<file path="src/hw/rtl/rrs_pkg.sv">
// Shared types, codes and constants of the round-robin station issue block.
`timescale 1ns / 1ps

package rrs_pkg;

    localparam int NUM_STATIONS_DEF = 4;
    localparam int ROB_ENTRIES_DEF  = 16;
    localparam int DATA_W           = 32;
    localparam int TAG_W            = 4;
    localparam int TAG_CODES        = 1 << TAG_W;
    localparam int PORT_IDX_W       = 2;

    localparam logic CMD_WRITE = 1'b0;
    localparam logic CMD_CYCLE = 1'b1;

    typedef enum logic [1:0] {
        OP_ADD = 2'd0,
        OP_SUB = 2'd1,
        OP_SLT = 2'd2,
        OP_BAD = 2'd3
    } t_op;

    typedef enum logic [1:0] {
        S_IDLE,
        S_SCAN,
        S_EXEC,
        S_DONE
    } t_state;

    typedef struct packed {
        logic                  en;
        logic [PORT_IDX_W-1:0] station;
        t_op                   op;
        logic [DATA_W-1:0]     a;
        logic [DATA_W-1:0]     b;
        logic [TAG_W-1:0]      tag;
        logic                  busy;
        logic                  ready;
        logic                  fresh;
        logic                  waiting;
    } t_st_write;

    typedef struct packed {
        logic clr_fresh;
        logic clr_wait;
    } t_st_update;

    typedef struct packed {
        logic busy;
        logic ready;
        logic fresh;
        logic waiting;
    } t_st_flags;

endpackage

</file>
<file path="src/hw/rtl/rrs_alu.sv">
// Shared integer unit: add, subtract and signed set-less-than on one adder.
`timescale 1ns / 1ps

module rrs_alu (
    input  rrs_pkg::t_op                  i_op,
    input  logic [rrs_pkg::DATA_W-1:0]    i_a,
    input  logic [rrs_pkg::DATA_W-1:0]    i_b,
    output logic [rrs_pkg::DATA_W-1:0]    o_res,
    output logic                          o_bad
);

    localparam int DW = rrs_pkg::DATA_W;

    logic          w_sub;
    logic [DW-1:0] w_addend;
    logic [DW:0]   w_sum;

    // Operands are sign-extended by one bit so that the top bit of the
    // difference is the signed less-than flag.
    assign w_sub    = (i_op != rrs_pkg::OP_ADD);
    assign w_addend = w_sub ? ~i_b : i_b;
    assign w_sum    = {i_a[DW-1], i_a} + {w_addend[DW-1], w_addend} + {{DW{1'b0}}, w_sub};

    always_comb begin
        o_res = '0;
        o_bad = 1'b0;
        case (i_op)
            rrs_pkg::OP_ADD: begin
                o_res = w_sum[DW-1:0];
            end
            rrs_pkg::OP_SUB: begin
                o_res = w_sum[DW-1:0];
            end
            rrs_pkg::OP_SLT: begin
                o_res = {{(DW-1){1'b0}}, w_sum[DW]};
            end
            default: begin
                o_bad = 1'b1;
            end
        endcase
    end

endmodule

</file>
<file path="src/hw/rtl/rrs_table.sv">
// Reservation station table: entry storage, status flags and their updates.
`timescale 1ns / 1ps

module rrs_table #(
    parameter int NUM_STATIONS = rrs_pkg::NUM_STATIONS_DEF,
    parameter int ROB_ENTRIES  = rrs_pkg::ROB_ENTRIES_DEF,
    parameter int SW           = (NUM_STATIONS > 1) ? $clog2(NUM_STATIONS) : 1
) (
    input  logic                          i_clk,
    input  logic                          i_rst_n,
    input  rrs_pkg::t_st_write            i_wr,
    input  logic [SW-1:0]                 i_idx,
    input  rrs_pkg::t_st_update           i_upd,
    output rrs_pkg::t_st_flags            o_flags,
    output rrs_pkg::t_op                  o_op,
    output logic [rrs_pkg::DATA_W-1:0]    o_a,
    output logic [rrs_pkg::DATA_W-1:0]    o_b,
    output logic [rrs_pkg::TAG_W-1:0]     o_tag
);

    logic [NUM_STATIONS-1:0]       r_busy;
    logic [NUM_STATIONS-1:0]       r_ready;
    logic [NUM_STATIONS-1:0]       r_fresh;
    logic [NUM_STATIONS-1:0]       r_wait;
    rrs_pkg::t_op                  r_op  [NUM_STATIONS];
    logic [rrs_pkg::DATA_W-1:0]    r_a   [NUM_STATIONS];
    logic [rrs_pkg::DATA_W-1:0]    r_b   [NUM_STATIONS];
    logic [rrs_pkg::TAG_W-1:0]     r_tag [NUM_STATIONS];

    logic [NUM_STATIONS-1:0]       w_hit;
    logic [rrs_pkg::TAG_W-1:0]     w_tag_tab [rrs_pkg::TAG_CODES];
    logic [rrs_pkg::TAG_W-1:0]     w_tag_mod;

    // Tags are folded into the reorder buffer range through a constant table.
    for (genvar g = 0; g < rrs_pkg::TAG_CODES; g++) begin : g_tag_tab
        localparam int TagVal = g % ROB_ENTRIES;
        assign w_tag_tab[g] = rrs_pkg::TAG_W'(TagVal);
    end

    assign w_tag_mod = w_tag_tab[i_wr.tag];

    always_comb begin
        for (int k = 0; k < NUM_STATIONS; k++) begin
            w_hit[k] = i_wr.en && (int'(i_wr.station) == k);
        end
    end

    always_ff @(posedge i_clk) begin
        if (!i_rst_n) begin
            r_busy  <= '0;
            r_ready <= '0;
            r_fresh <= '0;
            r_wait  <= '0;
        end else begin
            for (int k = 0; k < NUM_STATIONS; k++) begin
                if (w_hit[k]) begin
                    r_busy[k]  <= i_wr.busy;
                    r_ready[k] <= i_wr.ready;
                    r_fresh[k] <= i_wr.fresh;
                    r_wait[k]  <= i_wr.waiting;
                end else if (i_idx == SW'(k)) begin
                    if (i_upd.clr_fresh) begin
                        r_fresh[k] <= 1'b0;
                    end
                    if (i_upd.clr_wait) begin
                        r_wait[k] <= 1'b0;
                    end
                end
            end
        end
    end

    always_ff @(posedge i_clk) begin
        for (int k = 0; k < NUM_STATIONS; k++) begin
            if (w_hit[k]) begin
                r_op[k]  <= i_wr.op;
                r_a[k]   <= i_wr.a;
                r_b[k]   <= i_wr.b;
                r_tag[k] <= w_tag_mod;
            end
        end
    end

    assign o_flags.busy    = r_busy[i_idx];
    assign o_flags.ready   = r_ready[i_idx];
    assign o_flags.fresh   = r_fresh[i_idx];
    assign o_flags.waiting = r_wait[i_idx];
    assign o_op            = r_op[i_idx];
    assign o_a             = r_a[i_idx];
    assign o_b             = r_b[i_idx];
    assign o_tag           = r_tag[i_idx];

endmodule

</file>
<file path="src/hw/rtl/round_robin_station_issue_alu_core.sv">
// Top level: round-robin issue sequencer over the station table and shared ALU.
//
// A write item (cmd 0) loads one station entry. A cycle item (cmd 1) is
// accepted, then the sequencer visits one station per cycle starting after
// the last picked one and scans 1 to NUM_STATIONS stations until it picks
// one; a picked station then passes through the shared ALU (S_EXEC), and
// S_DONE moves the result into the output register. A full scan with no
// pick, or a set stall_req (which skips the scan), sends an empty result to
// S_DONE instead. S_DONE holds while
// the output register is still waiting for its transfer. Each cycle item
// yields exactly one result transfer; write items yield none. The block can
// accept the next item while the previous result sits in the output register.
`timescale 1ns / 1ps

module round_robin_station_issue_alu_core #(
    parameter int NUM_STATIONS = rrs_pkg::NUM_STATIONS_DEF,
    parameter int ROB_ENTRIES  = rrs_pkg::ROB_ENTRIES_DEF
) (
    input  logic                                 i_clk,
    input  logic                                 i_rst_n,
    input  logic                                 i_valid,
    output logic                                 o_stall,
    input  logic                                 i_cmd,
    input  logic [rrs_pkg::PORT_IDX_W-1:0]       i_station,
    input  logic [1:0]                           i_op,
    input  logic signed [rrs_pkg::DATA_W-1:0]    i_src_a,
    input  logic signed [rrs_pkg::DATA_W-1:0]    i_src_b,
    input  logic [rrs_pkg::TAG_W-1:0]            i_dest_tag,
    input  logic                                 i_busy_req,
    input  logic                                 i_operands_ready,
    input  logic                                 i_fresh_operand,
    input  logic                                 i_waiting,
    input  logic                                 i_stall_req,
    output logic                                 o_valid,
    input  logic                                 i_stall,
    output logic                                 o_result_valid,
    output logic signed [rrs_pkg::DATA_W-1:0]    o_result,
    output logic [rrs_pkg::TAG_W-1:0]            o_result_tag,
    output logic [rrs_pkg::PORT_IDX_W-1:0]       o_picked_station,
    output logic                                 o_bad_op
);

    localparam int            SW       = (NUM_STATIONS > 1) ? $clog2(NUM_STATIONS) : 1;
    localparam logic [SW-1:0] LAST_IDX = SW'(NUM_STATIONS - 1);
    localparam int            DW       = rrs_pkg::DATA_W;
    localparam int            TW       = rrs_pkg::TAG_W;
    localparam int            PW       = rrs_pkg::PORT_IDX_W;

    rrs_pkg::t_state r_state, n_state;
    logic [SW-1:0]   r_ptr, n_ptr;
    logic [SW-1:0]   r_cnt, n_cnt;
    logic [SW-1:0]   r_last, n_last;

    // Result staged by the sequencer before it moves to the output register.
    logic            r_rv, n_rv;
    logic [DW-1:0]   r_res, n_res;
    logic [TW-1:0]   r_rtag, n_rtag;
    logic [PW-1:0]   r_rpick, n_rpick;
    logic            r_rbad, n_rbad;

    logic            r_ovalid, n_ovalid;
    logic            r_o_rv, n_o_rv;
    logic [DW-1:0]   r_o_res, n_o_res;
    logic [TW-1:0]   r_o_tag, n_o_tag;
    logic [PW-1:0]   r_o_pick, n_o_pick;
    logic            r_o_bad, n_o_bad;

    logic                 w_in_acc;
    logic [SW-1:0]        w_start;
    logic [SW-1:0]        w_ptr_inc;
    rrs_pkg::t_st_write   w_wr;
    rrs_pkg::t_st_update  w_upd;
    rrs_pkg::t_st_flags   w_flags;
    rrs_pkg::t_op         w_op;
    logic [DW-1:0]        w_a;
    logic [DW-1:0]        w_b;
    logic [TW-1:0]        w_tag;
    logic [DW-1:0]        w_alu_res;
    logic                 w_alu_bad;

    assign o_stall  = (r_state != rrs_pkg::S_IDLE);
    assign w_in_acc = i_valid && !o_stall;

    assign w_start   = (r_last == LAST_IDX) ? '0 : r_last + 1'b1;
    assign w_ptr_inc = (r_ptr == LAST_IDX) ? '0 : r_ptr + 1'b1;

    assign w_wr.en      = w_in_acc && (i_cmd == rrs_pkg::CMD_WRITE);
    assign w_wr.station = i_station;
    assign w_wr.op      = rrs_pkg::t_op'(i_op);
    assign w_wr.a       = i_src_a;
    assign w_wr.b       = i_src_b;
    assign w_wr.tag     = i_dest_tag;
    assign w_wr.busy    = i_busy_req;
    assign w_wr.ready   = i_operands_ready;
    assign w_wr.fresh   = i_fresh_operand;
    assign w_wr.waiting = i_waiting;

    rrs_table #(
        .NUM_STATIONS (NUM_STATIONS),
        .ROB_ENTRIES  (ROB_ENTRIES),
        .SW           (SW)
    ) u_table (
        .i_clk   (i_clk),
        .i_rst_n (i_rst_n),
        .i_wr    (w_wr),
        .i_idx   (r_ptr),
        .i_upd   (w_upd),
        .o_flags (w_flags),
        .o_op    (w_op),
        .o_a     (w_a),
        .o_b     (w_b),
        .o_tag   (w_tag)
    );

    rrs_alu u_alu (
        .i_op  (w_op),
        .i_a   (w_a),
        .i_b   (w_b),
        .o_res (w_alu_res),
        .o_bad (w_alu_bad)
    );

    always_comb begin
        n_state  = r_state;
        n_ptr    = r_ptr;
        n_cnt    = r_cnt;
        n_last   = r_last;
        n_rv     = r_rv;
        n_res    = r_res;
        n_rtag   = r_rtag;
        n_rpick  = r_rpick;
        n_rbad   = r_rbad;
        n_ovalid = r_ovalid;
        n_o_rv   = r_o_rv;
        n_o_res  = r_o_res;
        n_o_tag  = r_o_tag;
        n_o_pick = r_o_pick;
        n_o_bad  = r_o_bad;
        w_upd    = '0;

        if (r_ovalid && !i_stall) begin
            n_ovalid = 1'b0;
        end

        case (r_state)
            rrs_pkg::S_IDLE: begin
                if (w_in_acc && (i_cmd == rrs_pkg::CMD_CYCLE)) begin
                    if (i_stall_req) begin
                        n_rv    = 1'b0;
                        n_res   = '0;
                        n_rtag  = '0;
                        n_rpick = '0;
                        n_rbad  = 1'b0;
                        n_state = rrs_pkg::S_DONE;
                    end else begin
                        n_ptr   = w_start;
                        n_cnt   = '0;
                        n_state = rrs_pkg::S_SCAN;
                    end
                end
            end
            rrs_pkg::S_SCAN: begin
                if (w_flags.busy && w_flags.ready && w_flags.waiting && !w_flags.fresh) begin
                    // Pick: the pointer stays on this station for the ALU cycle.
                    w_upd.clr_wait = 1'b1;
                    n_last         = r_ptr;
                    n_state        = rrs_pkg::S_EXEC;
                end else begin
                    w_upd.clr_fresh = w_flags.busy && w_flags.fresh;
                    if (r_cnt == LAST_IDX) begin
                        n_rv    = 1'b0;
                        n_res   = '0;
                        n_rtag  = '0;
                        n_rpick = '0;
                        n_rbad  = 1'b0;
                        n_state = rrs_pkg::S_DONE;
                    end else begin
                        n_ptr = w_ptr_inc;
                        n_cnt = r_cnt + 1'b1;
                    end
                end
            end
            rrs_pkg::S_EXEC: begin
                n_rv    = !w_alu_bad;
                n_res   = w_alu_res;
                n_rtag  = w_tag;
                n_rpick = PW'(r_ptr);
                n_rbad  = w_alu_bad;
                n_state = rrs_pkg::S_DONE;
            end
            rrs_pkg::S_DONE: begin
                if (!r_ovalid || !i_stall) begin
                    n_ovalid = 1'b1;
                    n_o_rv   = r_rv;
                    n_o_res  = r_res;
                    n_o_tag  = r_rtag;
                    n_o_pick = r_rpick;
                    n_o_bad  = r_rbad;
                    n_state  = rrs_pkg::S_IDLE;
                end
            end
            default: begin
                n_state = rrs_pkg::S_IDLE;
            end
        endcase
    end

    always_ff @(posedge i_clk) begin
        if (!i_rst_n) begin
            r_state  <= rrs_pkg::S_IDLE;
            r_last   <= LAST_IDX;
            r_ovalid <= 1'b0;
        end else begin
            r_state  <= n_state;
            r_last   <= n_last;
            r_ovalid <= n_ovalid;
        end
    end

    always_ff @(posedge i_clk) begin
        r_ptr    <= n_ptr;
        r_cnt    <= n_cnt;
        r_rv     <= n_rv;
        r_res    <= n_res;
        r_rtag   <= n_rtag;
        r_rpick  <= n_rpick;
        r_rbad   <= n_rbad;
        r_o_rv   <= n_o_rv;
        r_o_res  <= n_o_res;
        r_o_tag  <= n_o_tag;
        r_o_pick <= n_o_pick;
        r_o_bad  <= n_o_bad;
    end

    assign o_valid          = r_ovalid;
    assign o_result_valid   = r_o_rv;
    assign o_result         = r_o_res;
    assign o_result_tag     = r_o_tag;
    assign o_picked_station = r_o_pick;
    assign o_bad_op         = r_o_bad;

`ifndef NO_ASSERTIONS
    a_cycle_starts_work: assert property (@(posedge i_clk) disable iff (!i_rst_n)
        (w_in_acc && (i_cmd == rrs_pkg::CMD_CYCLE)) |=> (r_state != rrs_pkg::S_IDLE))
        else $error("cycle transfer did not start the sequencer");

    a_scan_bounded: assert property (@(posedge i_clk) disable iff (!i_rst_n)
        (r_state == rrs_pkg::S_SCAN) |-> (r_cnt <= LAST_IDX))
        else $error("scan ran past the last station");

    a_exec_on_pick: assert property (@(posedge i_clk) disable iff (!i_rst_n)
        (r_state == rrs_pkg::S_EXEC) |-> (r_last == r_ptr))
        else $error("ALU cycle is not on the picked station");

    a_bad_no_result: assert property (@(posedge i_clk) disable iff (!i_rst_n)
        (r_ovalid && r_o_bad) |-> (!r_o_rv && (r_o_res == '0)))
        else $error("invalid operation produced a result");

    a_empty_is_zero: assert property (@(posedge i_clk) disable iff (!i_rst_n)
        (r_ovalid && !r_o_rv && !r_o_bad) |-> (r_o_res == '0))
        else $error("result without a pick is not zero");
`endif

endmodule
</file>
<file path="config.mk">
export PLATFORM = sky130hd
export DESIGN_NAME = round_robin_station_issue_alu_core
export DESIGN_NICKNAME = d
export VERILOG_FILES = /design/src/hw/rtl/rrs_pkg.sv /design/src/hw/rtl/rrs_alu.sv /design/src/hw/rtl/rrs_table.sv /design/src/hw/rtl/round_robin_station_issue_alu_core.sv
export SDC_FILE = /design/constraint.sdc
export NUM_CORES = 1
export LEC_CHECK = 0
export CORE_MARGIN = 3
export CORE_UTILIZATION = 35
export CTS_CLUSTER_DIAMETER = 200
export CTS_CLUSTER_SIZE = 24
export DETAILED_ROUTE_END_ITERATION = 8
export DONT_BUFFER_PORTS = 1
export GPL_TIMING_DRIVEN = 0
export PLACE_DENSITY_LB_ADDON = 0.2
export SLEW_MARGIN = 20
export SYNTH_ARGS = -nofsm -noshare
export SYNTH_HDL_FRONTEND = slang
export SYNTH_SLANG_ARGS = --single-unit
</file>
<file path="constraint.sdc">
create_clock -name i_clk -period 10.2 [get_ports i_clk]
set_clock_uncertainty 0.05 [all_clocks]
set_input_delay 0.51 -clock i_clk [delete_from_list [all_inputs] [get_ports i_clk]]
set_output_delay 0.51 -clock i_clk [all_outputs]
set_load 0.01 [all_outputs]
</file>
Word level (Yosys, flattened, before mapping):

Memories as Yosys holds them, arrays and structs flattened. A register that Yosys moved wholly into a read port is not among the register bits.
Cells that the tools add are included.

* register bits after elaboration: 105
* memories kept: 5
* word-level logic and storage cells: 255
* input bits: 82
* memory bits (read-only): 64
* bits in writable memories: 280
* output and inout bits: 42

Memory list
* u_table.r_a: words 4, bits a word 32, read ports 1, clocked after memory_dff 1, write ports 1, RTL line rrs_table.sv:26 `logic [rrs_pkg::DATA_W-1:0] r_a [NUM_STATIONS];`
* u_table.r_b: words 4, bits a word 32, read ports 1, clocked after memory_dff 1, write ports 1, RTL line rrs_table.sv:27 `logic [rrs_pkg::DATA_W-1:0] r_b [NUM_STATIONS];`
* (no name shown): words 16, bits a word 4, read ports 1, clocked after memory_dff 0, write ports 0, RTL line rrs_table.sv:40 `assign w_tag_mod = w_tag_tab[i_wr.tag];`
* u_table.r_tag: words 4, bits a word 4, read ports 1, clocked after memory_dff 1, write ports 1, RTL line rrs_table.sv:28 `logic [rrs_pkg::TAG_W-1:0] r_tag [NUM_STATIONS];`
* u_table.r_op: words 4, bits a word 2, read ports 1, clocked after memory_dff 1, write ports 1, RTL line rrs_table.sv:25 `rrs_pkg::t_op r_op [NUM_STATIONS];`

* order comparisons: 2
* equal/unequal tests: 21
* add/sub/neg operators: 5
* multiplexer cells: 124
* bitwise logic cells: 3
* reductions and logical operators: 64

Operators by type and width (number)
* $mux 32: 11
* $reduce_or 32->1: 6
* $pmux 32 s3: 1
* $mux 2: 39
* $pmux 32 s2: 1
* $mux 1: 52
* $mux 4: 9
* $add 32x32->33: 1
* $add 33x1->33: 1
* $not 32->32: 1
* $reduce_bool 2->1: 15
* $reduce_and 2->1: 10
* $eq 2x2->1 const B: 9
* $ne 2x2->1 const B: 7
* $logic_and 1x1->1: 12
* $pmux 4 s3: 1
* $reduce_or 4->1: 3
* $reduce_and 5->1: 2
* $bmux 1 s2: 4
* $eq 2x1->1 const B: 4
* $logic_not 2->1: 4
* $pmux 2 s2: 2
* $pmux 2 s4: 1
* $reduce_or 2->1: 4
* other kinds (13): 19

Depth between registers and ports, before layout:

* depth in word-level cells: 11
* gate-level depth with buffers: 15
* depth with buffers taken out: 13

Modules after synthesis:

A second synthesis with hierarchy kept.

* cell total of the unflattened synthesis: 967
* area total of the unflattened synthesis: 16498.3 sq um

Modules (own cells, without submodules)
* rrs_table: cells an instance 445, instances 1, area each 10872.9 sq um
* round_robin_station_issue_alu_core: cells an instance 188, instances 1, area each 3326.9 sq um
* rrs_alu: cells an instance 334, instances 1, area each 2298.5 sq um

Worst setup path before layout:

OpenSTA, ideal clock, no wires.

* kind: register -> register
* from: register r_state[1]
* to: register u_table.r_fresh[0]
* required time: 10.030 ns
* stages on the path, launching flop included: 9
* setup slack: 2.962 ns
* arrival time: 7.068 ns
* buffers on the path: 1
* clock period less this slack: 7.238 ns
* cell sequence: dfxtp_1 inv_1 ha_1 clkbuf_1 nand2_1 or2_2 nor3_1 o21ai_0 and2_1

* word-level cells in the longest chain between the ends: 7
* elaborated cells on any way between the ends: 11

Ends and longest elaborated chain
* start, declared: RTL line round_robin_station_issue_alu_core.sv:49 `rrs_pkg::t_state r_state, n_state;`
* start signal, assigned: RTL line round_robin_station_issue_alu_core.sv:210 `r_state <= rrs_pkg::S_IDLE;`
* start signal, assigned: RTL line round_robin_station_issue_alu_core.sv:214 `r_state <= n_state;`
* $reduce_bool 2->1 (*): RTL line round_robin_station_issue_alu_core.sv:81 `assign o_stall = (r_state != rrs_pkg::S_IDLE);`
* $logic_not 1->1 (*): RTL line round_robin_station_issue_alu_core.sv:82 `assign w_in_acc = i_valid && !o_stall;`
* $logic_and 1x1->1 (*): RTL line round_robin_station_issue_alu_core.sv:82
* $logic_and 1x1->1 (*): RTL line round_robin_station_issue_alu_core.sv:87 `assign w_wr.en = w_in_acc && (i_cmd == rrs_pkg::CMD_WRITE);`
* $logic_and 1x1->1 (*): RTL line rrs_table.sv:44 `w_hit[k] = i_wr.en && (int'(i_wr.station) == k);`
* named net u_table.w_hit[0]: RTL line rrs_table.sv:30 `logic [NUM_STATIONS-1:0] w_hit;`
* $reduce_bool 2->1 (no source line)
* $reduce_and 2->1 (no source line)
* end signal, assigned by index: RTL line rrs_table.sv:59 `r_fresh[k] <= i_wr.fresh;`
* end, declared: RTL line rrs_table.sv:23 `logic [NUM_STATIONS-1:0] r_fresh;`

Mark *: on every way through the listed nets, which the timed path passes. The rest lies on a longest branch.
A chain may end at the register's enable or synchronous reset.

==> summary.txt <==
Synth
  • Asr flop ratio synth: 0
  • Synth area leaders: edfxtp_1, mux4_2, ha_1
  • Synth Cell Area: 16200 µm²
  • Post-synth net total: 1077
  • Mapped Cells: 953
  • Yosys top cell by area: edfxtp_1
  • Post-synthesis sequential area ratio: 0.702
  • Yosys warnings: 0
  • EDFF count, synth: 364
  • Synthesized area per cell: 17.0 µm²
  • Count of cell types in the netlist: 59
  • Seq cells post-synth: 387
  • Top cell type's share of synthesized area: 0.674
  • Synth Flop Type: edfxtp_1

Worst setup path
  • Reg-to-Reg End: r_res[0]$_SDFFCE_PP0P_
  • Critical Path RT: 10.39 ns
  • Crit-path cells: clkbuf_1 -> clkbuf_1 -> clkbuf_1 -> mux4_2 -> inv_1 -> fa_1 -> nor2b_1 -> o21a_1 -> o21ai_0 -> a211oi_1 -> o2111ai_1 -> a31oi_1 -> nor4b_1 -> o21ai_0
  • Setup slack, reg-to-reg: 4.56 ns
  • Worst path arrival time: 5.83 ns
  • Endpoint class of the critical path: flip-flop
  • Critical path startpoint category: flip-flop
  • CP max-delay cell: clkbuf_1
  • Cell depth of the worst flop-to-flop path: 14
  • Crit-path max cell delay: 0.64 ns
  • CP dominant cell by count: clkbuf_1
  • Worst-path maximum fanout: 10
  • Crit Path Class: reg -> reg

STA
  • Slew @ Worst Pin: 0.975 ns
  • Fin. Hold Viols: 0
  • Setup TNS: 0 ns
  • Slew headroom: 0.350
  • Final worst path period need: 5.64 ns
  • Fmax: 177 MHz
  • Fin crit share: 0.553
  • Unrepaired setup endpoints after global routing: no
  • # setup viols final: 0
  • Slew Viols, Final: 0
  • Hold Slack: 0.0379 ns

Clocking
  • Number of buffers inserted to repair setup after CTS: 0
  • Root Driver: clkbuf_16
  • CTS Sinks: 387
  • H-Tree Depth: 1
  • Clock transition at the registers of the reported paths: 0.09 ns
  • Clock buffers created by TritonCTS: 20
  • Clock Path Buffers: 3
  • Worst skew pair latency: 0.53 ns
  • CTS tree: yes

Power
  • Clk pwr share: 0.154
  • Sw Share: 0.381
  • Leakage dissipation: 6.02 nW
  • Fraction of power consumed by sequential logic: 0.366
  • P_sw: 2.12 mW
  • Power Density: 299 nW/µm²
  • Comb pwr share: 0.480
  • Max rail drop VDD: 0.109 mV
  • P_int: 3.45 mW

Placement
  • Gpl congestion: 0.789
  • Final HPWL DP: 25500 µm
  • # port buffers: 0
  • Inst Count DP: 1575

Floorplan
  • Row count: 78
  • Starting Density: 0.356
  • Die Wd: 221 µm
  • Num ports: 124
  • Die area: 49000 µm²
  • Die height: 221 µm
  • Core area: 45600 µm²

Cells and area
  • Synthesis-to-finish area growth: 14.9%
  • Most common cell after layout, fill and taps aside: edfxtp_1
  • Fin cells: 1674
  • Layout cell share with drive strength beyond 1: 0.128
  • Post-Route Utilization: 0.409
  • Nets: 1191
  • Most frequent cells in the layout: edfxtp_1, mux4_2, dlygate4sd3_1

GRT
  • Overall Global Routing Usage: 0.145
  • Pin count of the biggest net entering global routing: 64
  • GR Overflow Total: 0
  • Vias in the first global route: 8661
  • Initial antenna violation count: 5
  • Global-route wire length before repair: 54900 µm

Min path
  • Hold Path Class: in -> reg
  • Hold EP: u_table.r_op[2][1]$_DFFE_PP_
  • Start point of the worst hold path: i_op[1]
  • Worst hold stages: 0

Routing
  • DR vias/cell: 5.00
  • Drt pass-1 iters: 4
  • Routed WL per cell: 21.4 µm
  • Drc violations: 0
  • DR iter-0 viols: 631
  • DR vias: 8371
  • Final ANT Viol Nets: 0
  • Total routed wirelength: 35800 µm

Status
  • Status: complete, no violations

Run
  • Max cap viols: 0
==> cell usage after synthesis (all sizes together), types with 10 or more instances <==
cell type	count
edfxtp	364
mux4	72
nand2	57
nor2	45
xnor2	43
ha	41
a21oi	40
o21ai	28
clkbuf	27
dfxtp	23
a21o	22
nand3	16
and2	15
inv	15
buf	11
nor2b	11
nor3	10
xor2	10
==> layer usage <==
metal  track usage  share of wire
met1         0.208           0.47
met2         0.232           0.47
met5             0         0.0015
met4        0.0201          0.014
met3        0.0310          0.048
==> worst max-delay path by stage <==
stage                                                  to  slack [ns]  depth (start not counted)
after floorplan           u_table.r_fresh[0]$_SDFFE_PN0P_        2.96                          8
after CTS                          r_res[0]$_SDFFCE_PP0P_        4.35                         14
after global placement    u_table.r_fresh[0]$_SDFFE_PN0P_       -2.43                          8
final                              r_res[0]$_SDFFCE_PP0P_        4.56                         14
after global routing               r_res[0]$_SDFFCE_PP0P_        4.01                         14
after detailed placement           r_res[0]$_SDFFCE_PP0P_        4.40                         14
==> power by group through the flow <==
stage	registers (mW)	clock network, mW	logic [mW]
6_report	2.04	0.861	2.67
2_1_floorplan	2.07	0	1.96
4_1_cts	2.04	0.900	2.69
5_1_grt	2.06	0.952	2.98
3_5_place_dp	2.08	0	2.64
3_3_place_gp	2.10	0	2.60
==> per-stage QoR <==
| step | power, mW | instance area (µm²) | setup WS [ns] |
|---|---|---|---|
| finish | 5.57 | 18600 | 4.56 |
| global route | 5.99 | 18600 | 4.01 |
| CTS | 5.63 | 18600 | 4.35 |
| detailed placement | 4.72 | 17400 | 4.40 |
| global placement | 4.71 | 17000 | -2.43 |
| floorplan | 4.03 | 16200 | 2.96 |
==> final cells by class <==
class / instances / area, µm²
inverters: 16 / 70.1
plain buffers: 38 / 153
clock buffers: 27 / 548
well taps: 600 / 751
repair buffers: 92 / 1040
multi-input cells: 512 / 4660
clock inverters: 1 / 30.0
flip-flops and latches: 387 / 11400
diodes: 1 / 2.50
fillers: 4136 / 26900
==> state kept, by name (all words and copies together), names as in the netlist, 4 cells and up, named ones only <==
name	cells
r_res	32
u_table.r_a	128
u_table.r_b	128
u_table.r_op	8
u_table.r_tag	16
o_result_tag	4
u_table.r_wait	4
u_table.r_busy	4
o_result	32
u_table.r_fresh	4
u_table.r_ready	4
r_rtag	4
==> critical path, delay by kind of cell, from the launching register on <==
| family | cells | cell delay, ns |
|---|---|---|
| adder cells (fa/ha/maj) | 1 | 0.44 |
| flip-flops | 1 | 0.32 |
| AND/OR/NAND/NOR | 2 | 0.54 |
| AO/OA/AOI/OAI | 6 | 1.86 |
| buffers and inverters | 4 | 1.69 |
| multiplexers | 1 | 0.44 |
==> logic make-up (layout without fill, tap and decap cells) <==
| group | Yosys count | after routing | synth area share |
|---|---|---|---|
| XOR/XNOR | 53 | 53 | 0.0286 |
| AND/OR/NAND/NOR | 188 | 188 | 0.0568 |
| adder cells (fa/ha/maj) | 42 | 42 | 0.0329 |
| multiplexers | 81 | 81 | 0.106 |
| AO/OA/AOI/OAI | 148 | 148 | 0.0606 |
| flip-flops | 387 | 387 | 0.702 |
| other | 0 | 1 | 0 |
| buffers and inverters | 54 | 174 | 0.0130 |
==> what timing repair did <==
item,4_1_cts,5_1_grt
hold endpoints to repair,277,0
gates resized for setup,0,0
endpoints found under the setup margin,0,0
hold buffers,70,0
(Power assumes the default switching activity.)
